[config.mk]
export PLATFORM = sky130hd
export DESIGN_NAME = filled_circle_span_generator
export DESIGN_NICKNAME = d
export VERILOG_FILES = /design/src/rtl/core/fcsg_pkg.sv /design/src/rtl/core/fcsg_ctrl.sv /design/src/rtl/core/fcsg_dp.sv /design/src/rtl/core/filled_circle_span_generator.sv
export VERILOG_INCLUDE_DIRS = /design/src /design/src/rtl/core
export SDC_FILE = /design/constraint.sdc
export NUM_CORES = 1
export LEC_CHECK = 0
export ABC_AREA = 1
export BUFFER_PORTS_ARGS = -buffer_cell sky130_fd_sc_hd__buf_2
export CAP_MARGIN = 20
export CORE_MARGIN = 2
export CORE_UTILIZATION = 64
export DETAILED_ROUTE_END_ITERATION = 12
export PLACE_DENSITY = 0.95
export SLEW_MARGIN = 5
export SYNTH_ARGS = -nofsm -noshare
export SYNTH_HDL_FRONTEND = slang
export SYNTH_HIERARCHICAL = 1
export SYNTH_SLANG_ARGS = --single-unit
[constraint.sdc]
create_clock -name clk -period 12.65 [get_ports clk]
set_clock_uncertainty 0.2 [all_clocks]
set_input_delay 2.53 -clock clk [delete_from_list [all_inputs] [get_ports clk]]
set_output_delay 2.53 -clock clk [all_outputs]
set_load 0.1 [all_outputs]
[src/rtl/core/assert_macros.svh]
// Assertion macros for the top level of the span generator.
`ifndef ASSERT_MACROS_SVH
`define ASSERT_MACROS_SVH

// Same-cycle implication, checked on every rising clock edge outside reset.
`define ASSERT_IMPLIES(label, clk, rst_n, ante, cons) \
    label: assert property (@(posedge clk) disable iff (!rst_n) (ante) |-> (cons)) \
        else $error("implication check failed");

// Next-cycle implication, checked on every rising clock edge outside reset.
`define ASSERT_NEXT(label, clk, rst_n, ante, cons) \
    label: assert property (@(posedge clk) disable iff (!rst_n) (ante) |=> (cons)) \
        else $error("next-cycle check failed");

`endif

[src/rtl/core/fcsg_pkg.sv]
// Package with the types and constants shared by the span generator modules.
package fcsg_pkg;

    // Width of every coordinate result field, in two's complement.
    localparam int OUT_BITS = 14;

    // Most results produced for one circle.
    localparam int MAX_RESULTS = 64;
    localparam int CNT_BITS    = $clog2(MAX_RESULTS);

    // Commands from the controller to the datapath.
    typedef struct packed {
        logic load;   // latch a new circle and start the iteration
        logic step;   // register one result and advance the iteration
    } fcsg_cmd_t;

    // Status from the datapath to the controller.
    typedef struct packed {
        logic last;   // the result of the current iteration ends the circle
    } fcsg_status_t;

endpackage

[src/rtl/core/fcsg_ctrl.sv]
// Controller state machine of the span generator: input and output handshakes.
module fcsg_ctrl
(
    input  logic                   clk,
    input  logic                   rst_n,
    input  logic                   in_valid,
    output logic                   in_ready,
    output logic                   out_valid,
    input  logic                   out_ready,
    output fcsg_pkg::fcsg_cmd_t    cmd,
    input  fcsg_pkg::fcsg_status_t status
);
    import fcsg_pkg::*;

    typedef enum logic {
        ST_IDLE,
        ST_RUN
    } state_t;

    state_t state_reg;
    state_t state_next;
    logic   out_valid_reg;
    logic   out_valid_next;
    logic   step;

    // A step may proceed when the output register is empty or is being drained.
    assign step = (state_reg == ST_RUN) && (!out_valid_reg || out_ready);

    always_comb
    begin
        state_next = state_reg;
        case (state_reg)
            ST_IDLE:
            begin
                if (in_valid)
                begin
                    state_next = ST_RUN;
                end
            end
            ST_RUN:
            begin
                if (step && status.last)
                begin
                    state_next = ST_IDLE;
                end
            end
            default:
            begin
                state_next = ST_IDLE;
            end
        endcase
    end

    always_comb
    begin
        out_valid_next = out_valid_reg;
        if (step)
        begin
            out_valid_next = 1'b1;
        end
        else if (out_ready)
        begin
            out_valid_next = 1'b0;
        end
    end

    always_ff @(posedge clk or negedge rst_n)
    begin
        if (!rst_n)
        begin
            state_reg     <= ST_IDLE;
            out_valid_reg <= 1'b0;
        end
        else
        begin
            state_reg     <= state_next;
            out_valid_reg <= out_valid_next;
        end
    end

    assign in_ready  = (state_reg == ST_IDLE);
    assign out_valid = out_valid_reg;
    assign cmd.load  = (state_reg == ST_IDLE) && in_valid;
    assign cmd.step  = step;

endmodule

[src/rtl/core/fcsg_dp.sv]
// Datapath of the span generator: midpoint iteration and result registers.
module fcsg_dp #(
    parameter int RADIUS_BITS = 6,
    parameter int COORD_BITS  = 12
)
(
    input  logic                                  clk,
    input  logic                                  rst_n,
    input  fcsg_pkg::fcsg_cmd_t                   cmd,
    output fcsg_pkg::fcsg_status_t                status,
    input  logic [COORD_BITS-1:0]                 center_x,
    input  logic [COORD_BITS-1:0]                 center_y,
    input  logic [RADIUS_BITS-1:0]                radius,
    output logic signed [fcsg_pkg::OUT_BITS-1:0]  wide_left,
    output logic signed [fcsg_pkg::OUT_BITS-1:0]  wide_right,
    output logic signed [fcsg_pkg::OUT_BITS-1:0]  narrow_left,
    output logic signed [fcsg_pkg::OUT_BITS-1:0]  narrow_right,
    output logic signed [fcsg_pkg::OUT_BITS-1:0]  row_wide_below,
    output logic signed [fcsg_pkg::OUT_BITS-1:0]  row_wide_above,
    output logic signed [fcsg_pkg::OUT_BITS-1:0]  row_narrow_below,
    output logic signed [fcsg_pkg::OUT_BITS-1:0]  row_narrow_above,
    output logic                                  last
);
    import fcsg_pkg::*;

    // Offsets stay within -1 .. radius; the decision term within about +-4 radius.
    localparam int OFS_W = RADIUS_BITS + 2;
    localparam int DEC_W = RADIUS_BITS + 4;
    localparam int SUM_W = ((COORD_BITS + 1 > OFS_W) ? COORD_BITS + 1 : OFS_W) + 1;
    localparam int EXT_W = (SUM_W > OUT_BITS) ? SUM_W : OUT_BITS;

    logic signed [OFS_W-1:0]       x_reg, x_next;
    logic signed [OFS_W-1:0]       y_reg, y_next;
    logic signed [DEC_W-1:0]       d_reg, d_next;
    logic [COORD_BITS-1:0]         cx_reg;
    logic [COORD_BITS-1:0]         cy_reg;
    logic [RADIUS_BITS-1:0]        r_reg;
    logic [CNT_BITS-1:0]           cnt_reg;

    logic signed [OUT_BITS-1:0]    wl_reg, wr_reg, nl_reg, nr_reg;
    logic signed [OUT_BITS-1:0]    rwb_reg, rwa_reg, rnb_reg, rna_reg;
    logic                          last_reg;

    logic signed [DEC_W-1:0]       x_d, y_d, r_d;
    logic signed [EXT_W-1:0]       cx_e, cy_e, x_e, y_e;
    logic                          last_now;

    assign x_d  = DEC_W'(x_reg);
    assign y_d  = DEC_W'(y_reg);
    assign r_d  = $signed({{(DEC_W - RADIUS_BITS){1'b0}}, r_reg});
    assign cx_e = $signed({{(EXT_W - COORD_BITS){1'b0}}, cx_reg});
    assign cy_e = $signed({{(EXT_W - COORD_BITS){1'b0}}, cy_reg});
    assign x_e  = EXT_W'(x_reg);
    assign y_e  = EXT_W'(y_reg);

    // One midpoint step: move right, move down, or move diagonally.
    always_comb
    begin
        x_next = x_reg;
        y_next = y_reg;
        d_next = d_reg;
        if (d_reg >= (x_d <<< 1))
        begin
            d_next = d_reg - (x_d <<< 1) - DEC_W'(1);
            x_next = x_reg + OFS_W'(1);
        end
        else if (d_reg < ((r_d - y_d) <<< 1))
        begin
            d_next = d_reg + (y_d <<< 1) - DEC_W'(1);
            y_next = y_reg - OFS_W'(1);
        end
        else
        begin
            d_next = d_reg + ((y_d - x_d - DEC_W'(1)) <<< 1);
            y_next = y_reg - OFS_W'(1);
            x_next = x_reg + OFS_W'(1);
        end
    end

    assign last_now    = (y_next < x_next) || (cnt_reg == CNT_BITS'(MAX_RESULTS - 1));
    assign status.last = last_now;

    always_ff @(posedge clk or negedge rst_n)
    begin
        if (!rst_n)
        begin
            x_reg   <= '0;
            y_reg   <= '0;
            d_reg   <= '0;
            cx_reg  <= '0;
            cy_reg  <= '0;
            r_reg   <= '0;
            cnt_reg <= '0;
        end
        else if (cmd.load)
        begin
            cx_reg  <= center_x;
            cy_reg  <= center_y;
            r_reg   <= radius;
            x_reg   <= '0;
            y_reg   <= $signed({{(OFS_W - RADIUS_BITS){1'b0}}, radius});
            d_reg   <= $signed({{(DEC_W - RADIUS_BITS){1'b0}}, radius}) - DEC_W'(1);
            cnt_reg <= '0;
        end
        else if (cmd.step)
        begin
            x_reg   <= x_next;
            y_reg   <= y_next;
            d_reg   <= d_next;
            cnt_reg <= cnt_reg + CNT_BITS'(1);
        end
    end

    // Result registers take the spans of the current offsets.
    always_ff @(posedge clk)
    begin
        if (cmd.step)
        begin
            wl_reg   <= OUT_BITS'(cx_e - y_e);
            wr_reg   <= OUT_BITS'(cx_e + y_e);
            nl_reg   <= OUT_BITS'(cx_e - x_e);
            nr_reg   <= OUT_BITS'(cx_e + x_e);
            rwb_reg  <= OUT_BITS'(cy_e + x_e);
            rwa_reg  <= OUT_BITS'(cy_e - x_e);
            rnb_reg  <= OUT_BITS'(cy_e + y_e);
            rna_reg  <= OUT_BITS'(cy_e - y_e);
            last_reg <= last_now;
        end
    end

    assign wide_left        = wl_reg;
    assign wide_right       = wr_reg;
    assign narrow_left      = nl_reg;
    assign narrow_right     = nr_reg;
    assign row_wide_below   = rwb_reg;
    assign row_wide_above   = rwa_reg;
    assign row_narrow_below = rnb_reg;
    assign row_narrow_above = rna_reg;
    assign last             = last_reg;

endmodule

[src/rtl/core/filled_circle_span_generator.sv]
// Top level of the filled circle span generator.
//
// The input channel takes one circle per transfer: center_x, center_y and
// radius. For each circle the block walks the midpoint circle iteration and
// sends one result transfer per iteration on the output channel. Each result
// holds four horizontal spans that together fill the circle: the wide spans
// run from wide_left to wide_right on rows row_wide_below and row_wide_above,
// the narrow spans from narrow_left to narrow_right on rows row_narrow_below
// and row_narrow_above. Coordinates may go negative near the edges and are
// given in two's complement. The last result of a circle carries last = 1.
// A circle of radius r gives about 0.71 r + 1 results, never more than 64.
// After the input transfer the controller enters its run state, from which
// the first result is registered; while the receiver does not stall, the
// iteration unit then produces one result per cycle. in_ready is high
// only between circles; the next circle is taken while the final result
// still waits. If the receiver stalls, the output register holds its result
// and the iteration pauses until the transfer completes. Reset empties the
// output register and returns the block to idle, ready for a new circle.
module filled_circle_span_generator #(
    parameter int RADIUS_BITS = 6,
    parameter int COORD_BITS  = 12
)
(
    input  logic                                  clk,
    input  logic                                  rst_n,
    input  logic                                  in_valid,
    output logic                                  in_ready,
    input  logic [COORD_BITS-1:0]                 center_x,
    input  logic [COORD_BITS-1:0]                 center_y,
    input  logic [RADIUS_BITS-1:0]                radius,
    output logic                                  out_valid,
    input  logic                                  out_ready,
    output logic signed [fcsg_pkg::OUT_BITS-1:0]  wide_left,
    output logic signed [fcsg_pkg::OUT_BITS-1:0]  wide_right,
    output logic signed [fcsg_pkg::OUT_BITS-1:0]  narrow_left,
    output logic signed [fcsg_pkg::OUT_BITS-1:0]  narrow_right,
    output logic signed [fcsg_pkg::OUT_BITS-1:0]  row_wide_below,
    output logic signed [fcsg_pkg::OUT_BITS-1:0]  row_wide_above,
    output logic signed [fcsg_pkg::OUT_BITS-1:0]  row_narrow_below,
    output logic signed [fcsg_pkg::OUT_BITS-1:0]  row_narrow_above,
    output logic                                  last
);
    import fcsg_pkg::*;

`include "assert_macros.svh"

    fcsg_cmd_t    cmd;
    fcsg_status_t status;

    // The controller owns both handshakes and decides when the iteration moves.
    fcsg_ctrl u_ctrl (
        .clk       (clk),
        .rst_n     (rst_n),
        .in_valid  (in_valid),
        .in_ready  (in_ready),
        .out_valid (out_valid),
        .out_ready (out_ready),
        .cmd       (cmd),
        .status    (status)
    );

    // The datapath holds the circle, the iteration registers and the result.
    fcsg_dp #(
        .RADIUS_BITS (RADIUS_BITS),
        .COORD_BITS  (COORD_BITS)
    ) u_dp (
        .clk              (clk),
        .rst_n            (rst_n),
        .cmd              (cmd),
        .status           (status),
        .center_x         (center_x),
        .center_y         (center_y),
        .radius           (radius),
        .wide_left        (wide_left),
        .wide_right       (wide_right),
        .narrow_left      (narrow_left),
        .narrow_right     (narrow_right),
        .row_wide_below   (row_wide_below),
        .row_wide_above   (row_wide_above),
        .row_narrow_below (row_narrow_below),
        .row_narrow_above (row_narrow_above),
        .last             (last)
    );

    // An accepted circle always yields at least one result, so the block is busy next.
    `ASSERT_NEXT(a_busy_after_accept, clk, rst_n, in_valid && in_ready, !in_ready)
    // A stalled result stays offered, with wide_left and last unchanged, until the receiver takes it.
    `ASSERT_NEXT(a_hold_while_stalled, clk, rst_n, out_valid && !out_ready, out_valid && $stable(wide_left) && $stable(last))
    // A pending result that is not the last one keeps the circle in progress.
    `ASSERT_IMPLIES(a_more_means_busy, clk, rst_n, out_valid && !last, !in_ready)

endmodule
=== After elaboration in Yosys (flattened, before gate mapping) ===
Cells that the tools add are included.

* Word-level logic and storage cells: 69
* ROM bits: 0
* Register bits after elaboration: 177
* Bits of input ports: 34
* Bits in writable memories: 0
* Memories: 0
* Output and inout bits: 115
* Latch bits: 0

* Reductions and logical operators: 8
* $lt $le $gt $ge: 3
* Shifts and indexed selects: 0
* Divide/modulo/power cells: 0
* Bitwise gates (word level): 1
* $mul: 0
* Mux-type cells: 18
* Equal/unequal tests: 1
* $add $sub $neg: 20

{| class="wikitable"
|+ Operator list
! kind !! number
|-
| 13-bit by 8-bit adder with 14-bit output || 4
|-
| 8-bit 2-to-1 mux || 7
|-
| 13-bit by 8-bit subtractor with 14-bit output || 4
|-
| 10-bit 2-to-1 mux || 4
|-
| 10-bit by 2-bit subtractor with 10-bit output, second input constant || 2
|-
| 6-bit 2-to-1 mux || 2
|-
| 10-bit adder || 1
|-
| 10-bit by 9-bit adder with 10-bit output || 1
|-
| 10-bit by 9-bit greater-or-equal comparator with 1-bit output || 1
|-
| 10-bit < comparator || 1
|-
| 10-bit by 9-bit subtractor with 10-bit output || 1
|-
| 7-bit by 8-bit subtractor with 9-bit output || 1
|-
| 8-bit by 8-bit subtractor with 9-bit output || 1
|-
| 9-bit by 2-bit subtractor with 9-bit output, second input constant || 1
|-
| 8-bit by 2-bit adder with 8-bit output, second input constant || 1
|-
| 8-bit < comparator || 1
|-
| 8-bit by 2-bit subtractor with 8-bit output, second input constant || 1
|-
| 6-bit by 1-bit subtractor with 7-bit output, second input constant || 1
|-
| 6-bit by 1-bit adder with 6-bit output, second input constant || 1
|-
| 6-bit == test, second input constant || 1
|-
| 1-bit 2-to-1 mux || 4
|-
| 2-bit nonzero test || 2
|-
| 1-bit logical AND || 3
|-
| 1-bit logical OR || 2
|-
| 3 further kinds || 3
|}

=== Logic depth before layout (Yosys ltp) ===
Gate-level depths: netlist of run 1.

* Depth in word-level cells: 9
* Depth in mapped cells: 34
* Depth with buffers taken out: 34

=== Hierarchy ===
The synthesis of run 1 kept the hierarchy.

{| class="wikitable"
|+ By module, submodules not included
! module !! instances !! cells each !! sequential area each (um2) !! area an instance (um2)
|-
| fcsg_dp || 1 || 1344 || 4824.6 || 12365.6
|-
| fcsg_ctrl || 1 || 14 || 50.0 || 103.8
|}

=== Worst setup path before layout of run 1 ===
No wires, ideal clock.

* Path kind: in2reg
* From: input out_ready
* To: register u_dp.d_reg[7]
* Cell stages on the path: 8
* Buffers on the path: 2
* Slack: 7.737 ns
* Data required time: 12.367 ns
* Setup time: 0.083 ns
* Data arrival time: 4.630 ns
* Cells stage by stage: inv_1 > a21oi_1 > buf_4 > inv_1 > nor2_1 > clkinv_1 > clkbuf_1 > o21ai_0

{| class="wikitable"
|+ RTL lines
! what !! RTL line !! text
|-
| start, declared || filled_circle_span_generator.sv:32 || <nowiki>input logic out_ready,</nowiki>
|-
| end signal, assigned || fcsg_dp.sv:102 || <nowiki>d_reg <= $signed({{(DEC_W - RADIUS_BITS){1'b0}}, radius}) - DEC_W'(1);</nowiki>
|-
| end signal, assigned || fcsg_dp.sv:109 || <nowiki>d_reg <= d_next;</nowiki>
|-
| end, declared || fcsg_dp.sv:34 || <nowiki>logic signed [DEC_W-1:0] d_reg, d_next;</nowiki>
|}

=== Final worst setup path of run 1 ===
* From: register u_dp.y_reg[1]
* To: register u_ctrl.state_reg

* Cells in the longest elaborated chain, start to end: 9
* Elaborated cells between the ends (all ways): 11
* Classes of those cells: 2 x add/sub; 2 x order compare; 5 x mux; 2 x reduce/logical

{| class="wikitable"
|+ RTL lines
! what !! RTL line !! text
|-
| start, declared || fcsg_dp.sv:33 || <nowiki>logic signed [OFS_W-1:0] y_reg, y_next;</nowiki>
|-
| start signal, assigned || fcsg_dp.sv:101 || <nowiki>y_reg <= $signed({{(OFS_W - RADIUS_BITS){1'b0}}, radius});</nowiki>
|-
| start signal, assigned || fcsg_dp.sv:108 || <nowiki>y_reg <= y_next;</nowiki>
|-
| 7-bit by 8-bit subtractor with 9-bit output || fcsg_dp.sv:67 || <nowiki>else if (d_reg < ((r_d - y_d) <<< 1))</nowiki>
|-
| 10-bit < comparator || fcsg_dp.sv:67 ||
|-
| 8-bit 2-to-1 mux || fcsg_dp.sv:67 ||
|-
| 8-bit 2-to-1 mux || fcsg_dp.sv:62 || <nowiki>if (d_reg >= (x_d <<< 1))</nowiki>
|-
| 8-bit < comparator * || fcsg_dp.sv:80 || <nowiki>assign last_now = (y_next < x_next) || (cnt_reg == CNT_BITS'(MAX_RESULTS - 1));</nowiki>
|-
| 1-bit logical OR * || fcsg_dp.sv:80 ||
|-
| named net status || filled_circle_span_generator.sv:48 || <nowiki>fcsg_status_t status;</nowiki>
|-
| 1-bit logical AND * || fcsg_ctrl.sv:42 || <nowiki>if (step && status.last)</nowiki>
|-
| 1-bit 2-to-1 mux * || fcsg_ctrl.sv:42 ||
|-
| 1-bit one-hot mux with 2 select lines * || fcsg_ctrl.sv:32 || <nowiki>case (state_reg)</nowiki>
|-
| named net u_ctrl.state_next || fcsg_ctrl.sv:21 || <nowiki>state_t state_next;</nowiki>
|-
| end signal, assigned || fcsg_ctrl.sv:76 || <nowiki>state_reg <= state_next;</nowiki>
|-
| end, declared || fcsg_ctrl.sv:20 || <nowiki>state_t state_reg;</nowiki>
|}

The timed path passes the listed nets; every way through them passes the cells marked *.
A chain may end at the register's enable or synchronous reset.

==> results of run 1 <==
-- worst register-to-register path: cells and delay by family (launching register included) --
| kind | cells | cell delay [ps] |
|---|---|---|
| adders and majority gates | 3 | 920 |
| and+or+nand+nor | 17 | 1860 |
| AOI/OAI and AO/OA | 6 | 1430 |
| buffers and inverters | 5 | 660 |
| DFF | 1 | 620 |
| xor gates and xnor gates | 2 | 410 |
-- how the worst max path moves through the flow --
stage                   from          endpoint  slack (ps)  cells past startpoint
3_3_place_gp   u_dp/y_reg[1]  u_ctrl/state_reg        7250                     32
6_report       u_dp/y_reg[1]  u_ctrl/state_reg        6510                     33
4_1_cts        u_dp/y_reg[1]  u_ctrl/state_reg        6690                     33
2_1_floorplan      out_ready     u_dp/d_reg[7]        7740                      8
3_5_place_dp   u_dp/y_reg[1]  u_ctrl/state_reg        6960                     32
5_1_grt        u_dp/y_reg[1]  u_ctrl/state_reg        6060                     33
-- cell families (layout without fill, tap and decap cells) --
family / count (synthesis) / count (layout)
AND/OR/NAND/NOR: 353 / 353
adder cells (fa/ha/maj): 185 / 185
buffers and inverters: 236 / 395
AO/OA/AOI/OAI: 274 / 274
XOR/XNOR: 137 / 137
flip-flops: 173 / 173
-- layout make-up --
type / count / share of cell area [%]
timing repair buffer: 154 / 5.57
tap: 265 / 2.35
sequential: 173 / 34.5
clock inverter: 15 / 1.46
clock buffer: 17 / 3.01
inverter: 209 / 5.59
multi-input combinational: 949 / 47.5
-- synth_stat cells (10+ instances only) --
cell / count / area (um^2)
nand2_1: 246 / 923
inv_1: 203 / 762
ha_1: 172 / 2150
a21oi_1: 128 / 641
xor2_1: 121 / 1060
edfxtp_1: 109 / 3270
dfrtp_1: 64 / 1600
nor2_1: 49 / 184
o21ai_0: 47 / 235
o21ai_1: 24 / 120
nand3_1: 19 / 95.1
clkbuf_1: 16 / 60.1
xnor2_1: 16 / 140
fa_1: 13 / 260
o21bai_1: 11 / 82.6
nand4_1: 10 / 62.6
o221ai_1: 10 / 87.6
-- per-stage QoR --
stage               setup WS [ps]  hold WS (ps)  area [um^2]  utilization [%]
global route                 6060           322        14100             73.2
global placement             7250           259        13500             70.0
finish                       6510           291        14100             73.2
CTS                          6690           287        14100             73.2
floorplan                    7740           246        12500                -
detailed placement           6960           271        13500             70.0
-- layer usage --
layer / wire length (um) / GRT usage, % / vias to the layer above
li1: - / - / 4794
met1: 12300 / 39.5 / 5053
met2: 16900 / 58.3 / 783
met3: 3450 / 6.76 / 201
met4: 1990 / 18.6 / 0
met5: 0 / 0 / -
==> impl_metrics.env, run 1 <==
export IMPL_ctsLongestPathBuffers=2
export IMPL_start_util_pct=64.7
export IMPL_critPathMaxStageDelay_ps=620
export IMPL_cts_htree_levels=4
export IMPL_final_cell_mix="nand2_1, inv_1, ha_1"
export IMPL_wl_per_cell_um=19.4
export IMPL_dieArea_um2=20600
export IMPL_avgSynthCellArea_um2=9.18
export IMPL_avgViaCountPerCell=6.08
export IMPL_detail_route_antenna_nets=0
export IMPL_port_buffers=148
export IMPL_hp_start="u_dp/r_reg[5]"
export IMPL_hold_violations=0
export IMPL_drtIter0Drc=1169
export IMPL_reg2reg_to="u_ctrl/state_reg"
export IMPL_first_global_vias=10700
export IMPL_fp_dieH_um=144
export IMPL_multi_input_area_um2=6700
export IMPL_stdcell_count=1782
export IMPL_slew_violations=0
export IMPL_ys_ff_latch=173
export IMPL_crit_path_frequent_cell="nand2_1"
export IMPL_gp_congestion=0.936
export IMPL_postCtsHoldBufs=0
export IMPL_insertion_delay_ps=440
export IMPL_yosys_area_share_simple_pct=12.0
export IMPL_status="complete, no violations"
export IMPL_antenna_cells=0
export IMPL_async_flop_share_pct=37.0
export IMPL_worstHoldEndpoint="u_dp/r_reg[5]"
export IMPL_min_path_cells=2
export IMPL_synth_top_family_by_area="adder cells"
export IMPL_cts_tree="built"
export IMPL_crit_type="flop to flop"
export IMPL_seqCellArea_um2=4870
export IMPL_synth_xor_area_share_pct=9.62
export IMPL_layout_nets=1723
export IMPL_cpMaxStageDelayCell="dfrtp_1"
export IMPL_synth_fp_nets=1577
export IMPL_r2r_setup_slack_ps=6510
export IMPL_path_buf_inv=5
export IMPL_grt_max_degree=75
export IMPL_cp_max_fo=9
export IMPL_cp_top_family="simple AND/OR/NAND/NOR gates"
export IMPL_netlist_instances=1358
export IMPL_post_cts_buffers=0
export IMPL_drt_total_wl_um=34600
export IMPL_ys_seq_area_share_pct=39.1
export IMPL_setup_violations=0
export IMPL_dp_cells=1750
export IMPL_synth_edf_count=109
export IMPL_synth_warnings=6
export IMPL_synth_adder_area_share_pct=19.3
export IMPL_maxCapViolations=0
export IMPL_critical_path_required_ps=12830
export IMPL_start_kind="flop"
export IMPL_cts_resized=0
export IMPL_min_path_type="flop to flop"
export IMPL_antenna_found_initial=0
export IMPL_rsz0062_at_grt="false"
export IMPL_via_count=10800
export IMPL_syn2layout_area_growth_pct=13.2
export IMPL_overflow=0
export IMPL_coreArea_um2=19300
export IMPL_clkSlewWorstSetupHoldPaths_ps=70
export IMPL_endpoint_kind="flop"
export IMPL_gr_usage_all_layers_pct=33.8
export IMPL_clock_sinks=173
export IMPL_num_io_pins=149
export IMPL_floorplan_rows=51
export IMPL_die_w_um=144
export IMPL_clock_root_buffer="clkbuf_16"
export IMPL_grt_pass1_wl_um=53400
export IMPL_cp_data_arrival_time_ps=6320
export IMPL_cts_buffers=17
export IMPL_tns_ps=0
export IMPL_r2r_cells=33
export IMPL_synthMuxAreaShare_pct=0
export IMPL_final_common_cell="nand2_1"
export IMPL_synth_cell_types=50
export IMPL_r2r_start="u_dp/y_reg[1]"
export IMPL_dp_hpwl_um=24200
export IMPL_drive_gt1_share_pct=14.3
export IMPL_drt_pass1_iterations=9
export IMPL_fill_cells=1225
export IMPL_fin_crit_ps=6140
export IMPL_timing_final_crit_share_pct=48.6
export IMPL_fmaxAchievable_ghz=0.163
export IMPL_synth_main_ff_cell="edfxtp_1"
export IMPL_synth_compound_area_share_pct=12.6
export IMPL_slew_headroom_pct=27.8
export IMPL_drcViolationCount=0
export IMPL_syn_cell_area_um2=12500
export IMPL_tightest_slew_ps=1080
Power of run 1 is not shown: default switching activity piles up to over one toggle a cycle in this logic, so the estimate is an artifact.
==> run 2: changes to the inputs <==
Settings changed: CORE_UTILIZATION 64 to 54, PLACE_DENSITY 0.95 to 0.89.
Clock period 12.65 ns to 5.1 ns, I/O delays scaled along.
==> run 2 against run 1 <==
Clock-buffer cell count unchanged. Sequential cell count did not move. Core utilization down 9.7 points. Setup slack worse by 6300 ps. Global-route usage is 6.2 points lower. Register-to-register slack lost 6300 ps. First-iteration DRC count shrank 21%. Via count down 1.9%. Largest cell class unchanged.
==> impl_metrics.env, run 2 (synthesis gave the netlist of run 1 again) <==
export IMPL_timing_final_crit_share_pct=95.2
export IMPL_ctsLongestPathBuffers=2
export IMPL_drt_total_wl_um=34000
export IMPL_cpMaxStageDelayCell="dfrtp_2"
export IMPL_drive_gt1_share_pct=16.8
export IMPL_hold_violations=0
export IMPL_r2r_cells=32
export IMPL_clock_sinks=173
export IMPL_cp_data_arrival_time_ps=5000
export IMPL_antenna_found_initial=0
export IMPL_setup_violations=0
export IMPL_min_path_cells=2
export IMPL_floorplan_rows=55
export IMPL_cts_htree_levels=4
export IMPL_drcViolationCount=0
export IMPL_hold_worst_slack_ps=298
export IMPL_final_common_cell="nand2_1"
export IMPL_cp_max_fo=5
export IMPL_critPathMaxStageDelay_ps=410
export IMPL_num_io_pins=149
export IMPL_clock_root_buffer="clkbuf_16"
export IMPL_critical_path_required_ps=5240
export IMPL_min_path_type="flop to flop"
export IMPL_fp_dieH_um=156
export IMPL_slew_violations=0
export IMPL_final_cell_mix="nand2_1, inv_1, ha_1"
export IMPL_crit_type="flop to flop"
export IMPL_dieArea_um2=24300
export IMPL_cts_buffers=17
export IMPL_drtIter0Drc=929
export IMPL_slew_headroom_pct=39.4
export IMPL_tightest_slew_ps=906
export IMPL_avgViaCountPerCell=5.81
export IMPL_port_buffers=148
export IMPL_die_w_um=156
export IMPL_detail_route_antenna_nets=0
export IMPL_maxCapViolations=0
export IMPL_r2r_start="u_dp/y_reg[2]"
export IMPL_fin_crit_ps=4860
export IMPL_fmaxAchievable_ghz=0.206
export IMPL_dp_hpwl_um=24400
export IMPL_first_global_vias=10400
export IMPL_coreArea_um2=22600
export IMPL_wl_per_cell_um=18.6
export IMPL_gr_usage_all_layers_pct=27.6
export IMPL_critPathLaunch="u_dp/y_reg[2]"
export IMPL_grt_pass1_wl_um=52300
export IMPL_hp_start="u_dp/r_reg[5]"
export IMPL_postCtsHoldBufs=0
export IMPL_start_kind="flop"
export IMPL_start_util_pct=55.1
export IMPL_clkSlewWorstSetupHoldPaths_ps=70
export IMPL_grt_max_degree=92
export IMPL_endpoint_kind="flop"
export IMPL_overflow=0
export IMPL_insertion_delay_ps=440
export IMPL_status="complete, no violations"
export IMPL_cts_tree="built"
export IMPL_drt_pass1_iterations=6
export IMPL_via_count=10600
export IMPL_antenna_cells=0
export IMPL_fin_util_pct=63.5
export IMPL_gp_congestion=0.965
export IMPL_syn2layout_area_growth_pct=15.3
export IMPL_layout_nets=1750
## run 2: timing repair
action                                  CTS  global route
endpoints found under the hold margin     0             0
resized for setup                         0            18
endpoints found under the setup margin    0             2
setup buffers                             0             8
## run 2: critical path, delay by kind of cell, from the launching register on
kind | cells | cell delay [ps]
adder cells (fa/ha/maj) | 3 | 850
XOR/XNOR | 2 | 360
flip-flops | 1 | 410
AND/OR/NAND/NOR | 16 | 1530
buffers and inverters | 5 | 320
AO/OA/AOI/OAI | 6 | 1050
## run 2: worst paths after layout
kind	endpoint	slack, ps
min in group asynchronous	u_dp/d_reg[0]	310
worst min-delay path	u_dp/r_reg[5]	300
worst max-delay path	u_ctrl/state_reg	240
worst max register to register	u_ctrl/state_reg	240
worst min register to register	u_dp/r_reg[5]	300
max in group asynchronous	u_dp/y_reg[3]	3390
## run 2: metal layers
layer,track usage (%),up-vias,wire length [um]
li1,-,4857,-
met1,33.1,5004,12900
met2,48.4,615,16700
met3,4.89,149,2850
met4,12.5,2,1480
met5,0,-,10
## run 2: final cells by class
cell class	instances	area, um^2
Clock buffer	17	425
Clock inverter	15	153
Fill cell	1648	8260
Inverter	209	790
Multi-Input combinational cell	949	6760
Sequential cell	173	4880
Tap cell	285	357
Timing Repair Buffer	181	1020
## run 2: per-stage QoR
step / instances / setup TNS [ps] / worst slack [ps] / instance area, um^2
finish: 1829 / 0 / 244 / 14400
global route: 1829 / -149 / -102 / 14400
CTS: 1819 / 0 / 6.86 / 14200
detailed placement: 1787 / 0 / 65.9 / 13600
global placement: 1787 / 0 / 152 / 13600
floorplan: 1358 / 0 / 294 / 12500
Power of run 2 is left out for the same reason.
==> run 3: changes to the inputs <==
Settings changed: CORE_UTILIZATION 54 to 30, PLACE_DENSITY 0.89 to 0.59, SLEW_MARGIN 5 to 30.
==> run 3 against run 2 <==
Setup slack gained 110 ps. Critical path type unchanged. Non-clock buffer count down 4. Maximum frequency up 2.3%. Core utilization shrank 28 points. Die area up 78%.
==> impl_metrics.env, run 3 (synthesis gave the netlist of run 1 again) <==
export IMPL_maxCapViolations=0
export IMPL_r2r_setup_slack_ps=350
export IMPL_endpoint_kind="flop"
export IMPL_start_util_pct=30.5
export IMPL_fill_cells=4168
export IMPL_r2r_start="u_dp/y_reg[0]"
export IMPL_first_global_vias=10000
export IMPL_drtIter0Drc=453
export IMPL_slew_violations=0
export IMPL_placed_cell_area_um2=14000
export IMPL_status="complete, no violations"
export IMPL_clkSlewWorstSetupHoldPaths_ps=70
export IMPL_worstHoldEndpoint="u_dp/r_reg[3]"
export IMPL_via_count=9834
export IMPL_antenna_found_initial=0
export IMPL_cp_data_arrival_time_ps=4890
export IMPL_slew_headroom_pct=42.3
export IMPL_final_common_cell="nand2_1"
export IMPL_critical_path_required_ps=5240
export IMPL_tightest_slew_ps=865
export IMPL_hp_start="u_dp/r_reg[3]"
export IMPL_wl_per_cell_um=16.5
export IMPL_final_cell_mix="nand2_1, inv_1, ha_1"
export IMPL_min_path_type="flop to flop"
export IMPL_antenna_cells=0
export IMPL_grt_max_degree=73
export IMPL_floorplan_rows=74
export IMPL_overflow=0
export IMPL_ctsLongestPathBuffers=2
export IMPL_dieArea_um2=43200
export IMPL_avgViaCountPerCell=4.75
export IMPL_postCtsHoldBufs=0
export IMPL_insertion_delay_ps=450
export IMPL_drt_pass1_iterations=5
export IMPL_num_io_pins=149
export IMPL_detail_route_antenna_nets=0
export IMPL_critPathMaxStageDelay_ps=430
export IMPL_setup_violations=0
export IMPL_syn2layout_area_growth_pct=17.1
export IMPL_grt_pass1_wl_um=54200
export IMPL_min_path_cells=2
export IMPL_dp_hpwl_um=27100
export IMPL_fp_dieH_um=208
export IMPL_gr_usage_all_layers_pct=16.0
export IMPL_drcViolationCount=0
export IMPL_cts_tree="built"
export IMPL_clock_root_buffer="clkbuf_16"
export IMPL_final_area_um2=14600
export IMPL_hold_violations=0
export IMPL_drive_gt1_share_pct=15.8
export IMPL_fin_ws_ps=352
export IMPL_fmaxAchievable_ghz=0.211
export IMPL_die_w_um=208
export IMPL_crit_path_frequent_cell="nand2_1"
export IMPL_crit_type="flop to flop"
export IMPL_cts_buffers=17
export IMPL_cp_max_fo=7
export IMPL_start_kind="flop"
export IMPL_layout_nets=1746
export IMPL_clock_sinks=173
export IMPL_drt_total_wl_um=34200
export IMPL_fin_crit_ps=4750
export IMPL_cpMaxStageDelayCell="fa_1"
export IMPL_reg2reg_to="u_ctrl/state_reg"
export IMPL_cts_htree_levels=4
export IMPL_r2r_cells=31
export IMPL_timing_final_crit_share_pct=93.1
export IMPL_coreArea_um2=40900
export IMPL_port_buffers=148
export IMPL_preCtsSetupSlack_ps=17.6
export IMPL_gp_congestion=0.950
run 3: timing repair:
action / 4_1_cts / 5_1_grt
resized for setup: 0 / 9
endpoints found under the setup margin: 0 / 2
setup buffers: 0 / 3
endpoints found under the hold margin: 0 / 0
run 3: area by class of cell:
| class | count | area (um^2) | share of cell area (%) |
|---|---|---|---|
| multi-input cells | 949 | 6730 | 46.1 |
| flip-flops and latches | 173 | 4870 | 33.4 |
| clock inverters | 12 | 139 | 0.951 |
| clock buffers | 20 | 437 | 2.99 |
| repair buffers | 177 | 971 | 6.65 |
| inverters | 209 | 790 | 5.40 |
| well taps | 532 | 666 | 4.56 |
run 3: worst max-delay path: cells and delay by family, from the launching register on:
family	cells	cell delay [ps]
flip-flops	1	380
adder cells (fa/ha/maj)	4	1230
buffers and inverters	4	230
XOR/XNOR	1	190
AND/OR/NAND/NOR	17	1560
AO/OA/AOI/OAI	5	810
run 3: stage by stage:
step                std cells  setup TNS, ps  hold slack, ps  utilization (%)
finish                   2072              0             286             35.7
global placement         2036              0             258             34.1
CTS                      2069              0             284             35.6
global route             2072         -0.977             308             35.7
floorplan                1358              0             246                -
detailed placement       2037              0             266             34.2
run 3: worst max path at each step:
stage / startpoint / endpoint / slack [ps]
after floorplan: u_dp/y_reg[1] / u_ctrl/state_reg / 290
after global placement: u_dp/y_reg[0] / u_ctrl/state_reg / 150
after detailed placement: u_dp/y_reg[0] / u_ctrl/state_reg / 20
after CTS: u_dp/y_reg[0] / u_ctrl/state_reg / 4
after global routing: u_dp/y_reg[1] / u_ctrl/state_reg / -1
final: u_dp/y_reg[0] / u_ctrl/state_reg / 350
run 3: metal layers:
metal  up-vias  wire length [um]  GRT usage [%]
li1       4851                 -              -
met1      4694             14800           20.1
met2       244             17100           28.0
met3        45              1600           2.62
met4         0               648           4.77
met5         -                 0              0
Power of run 3 is left out for the same reason.
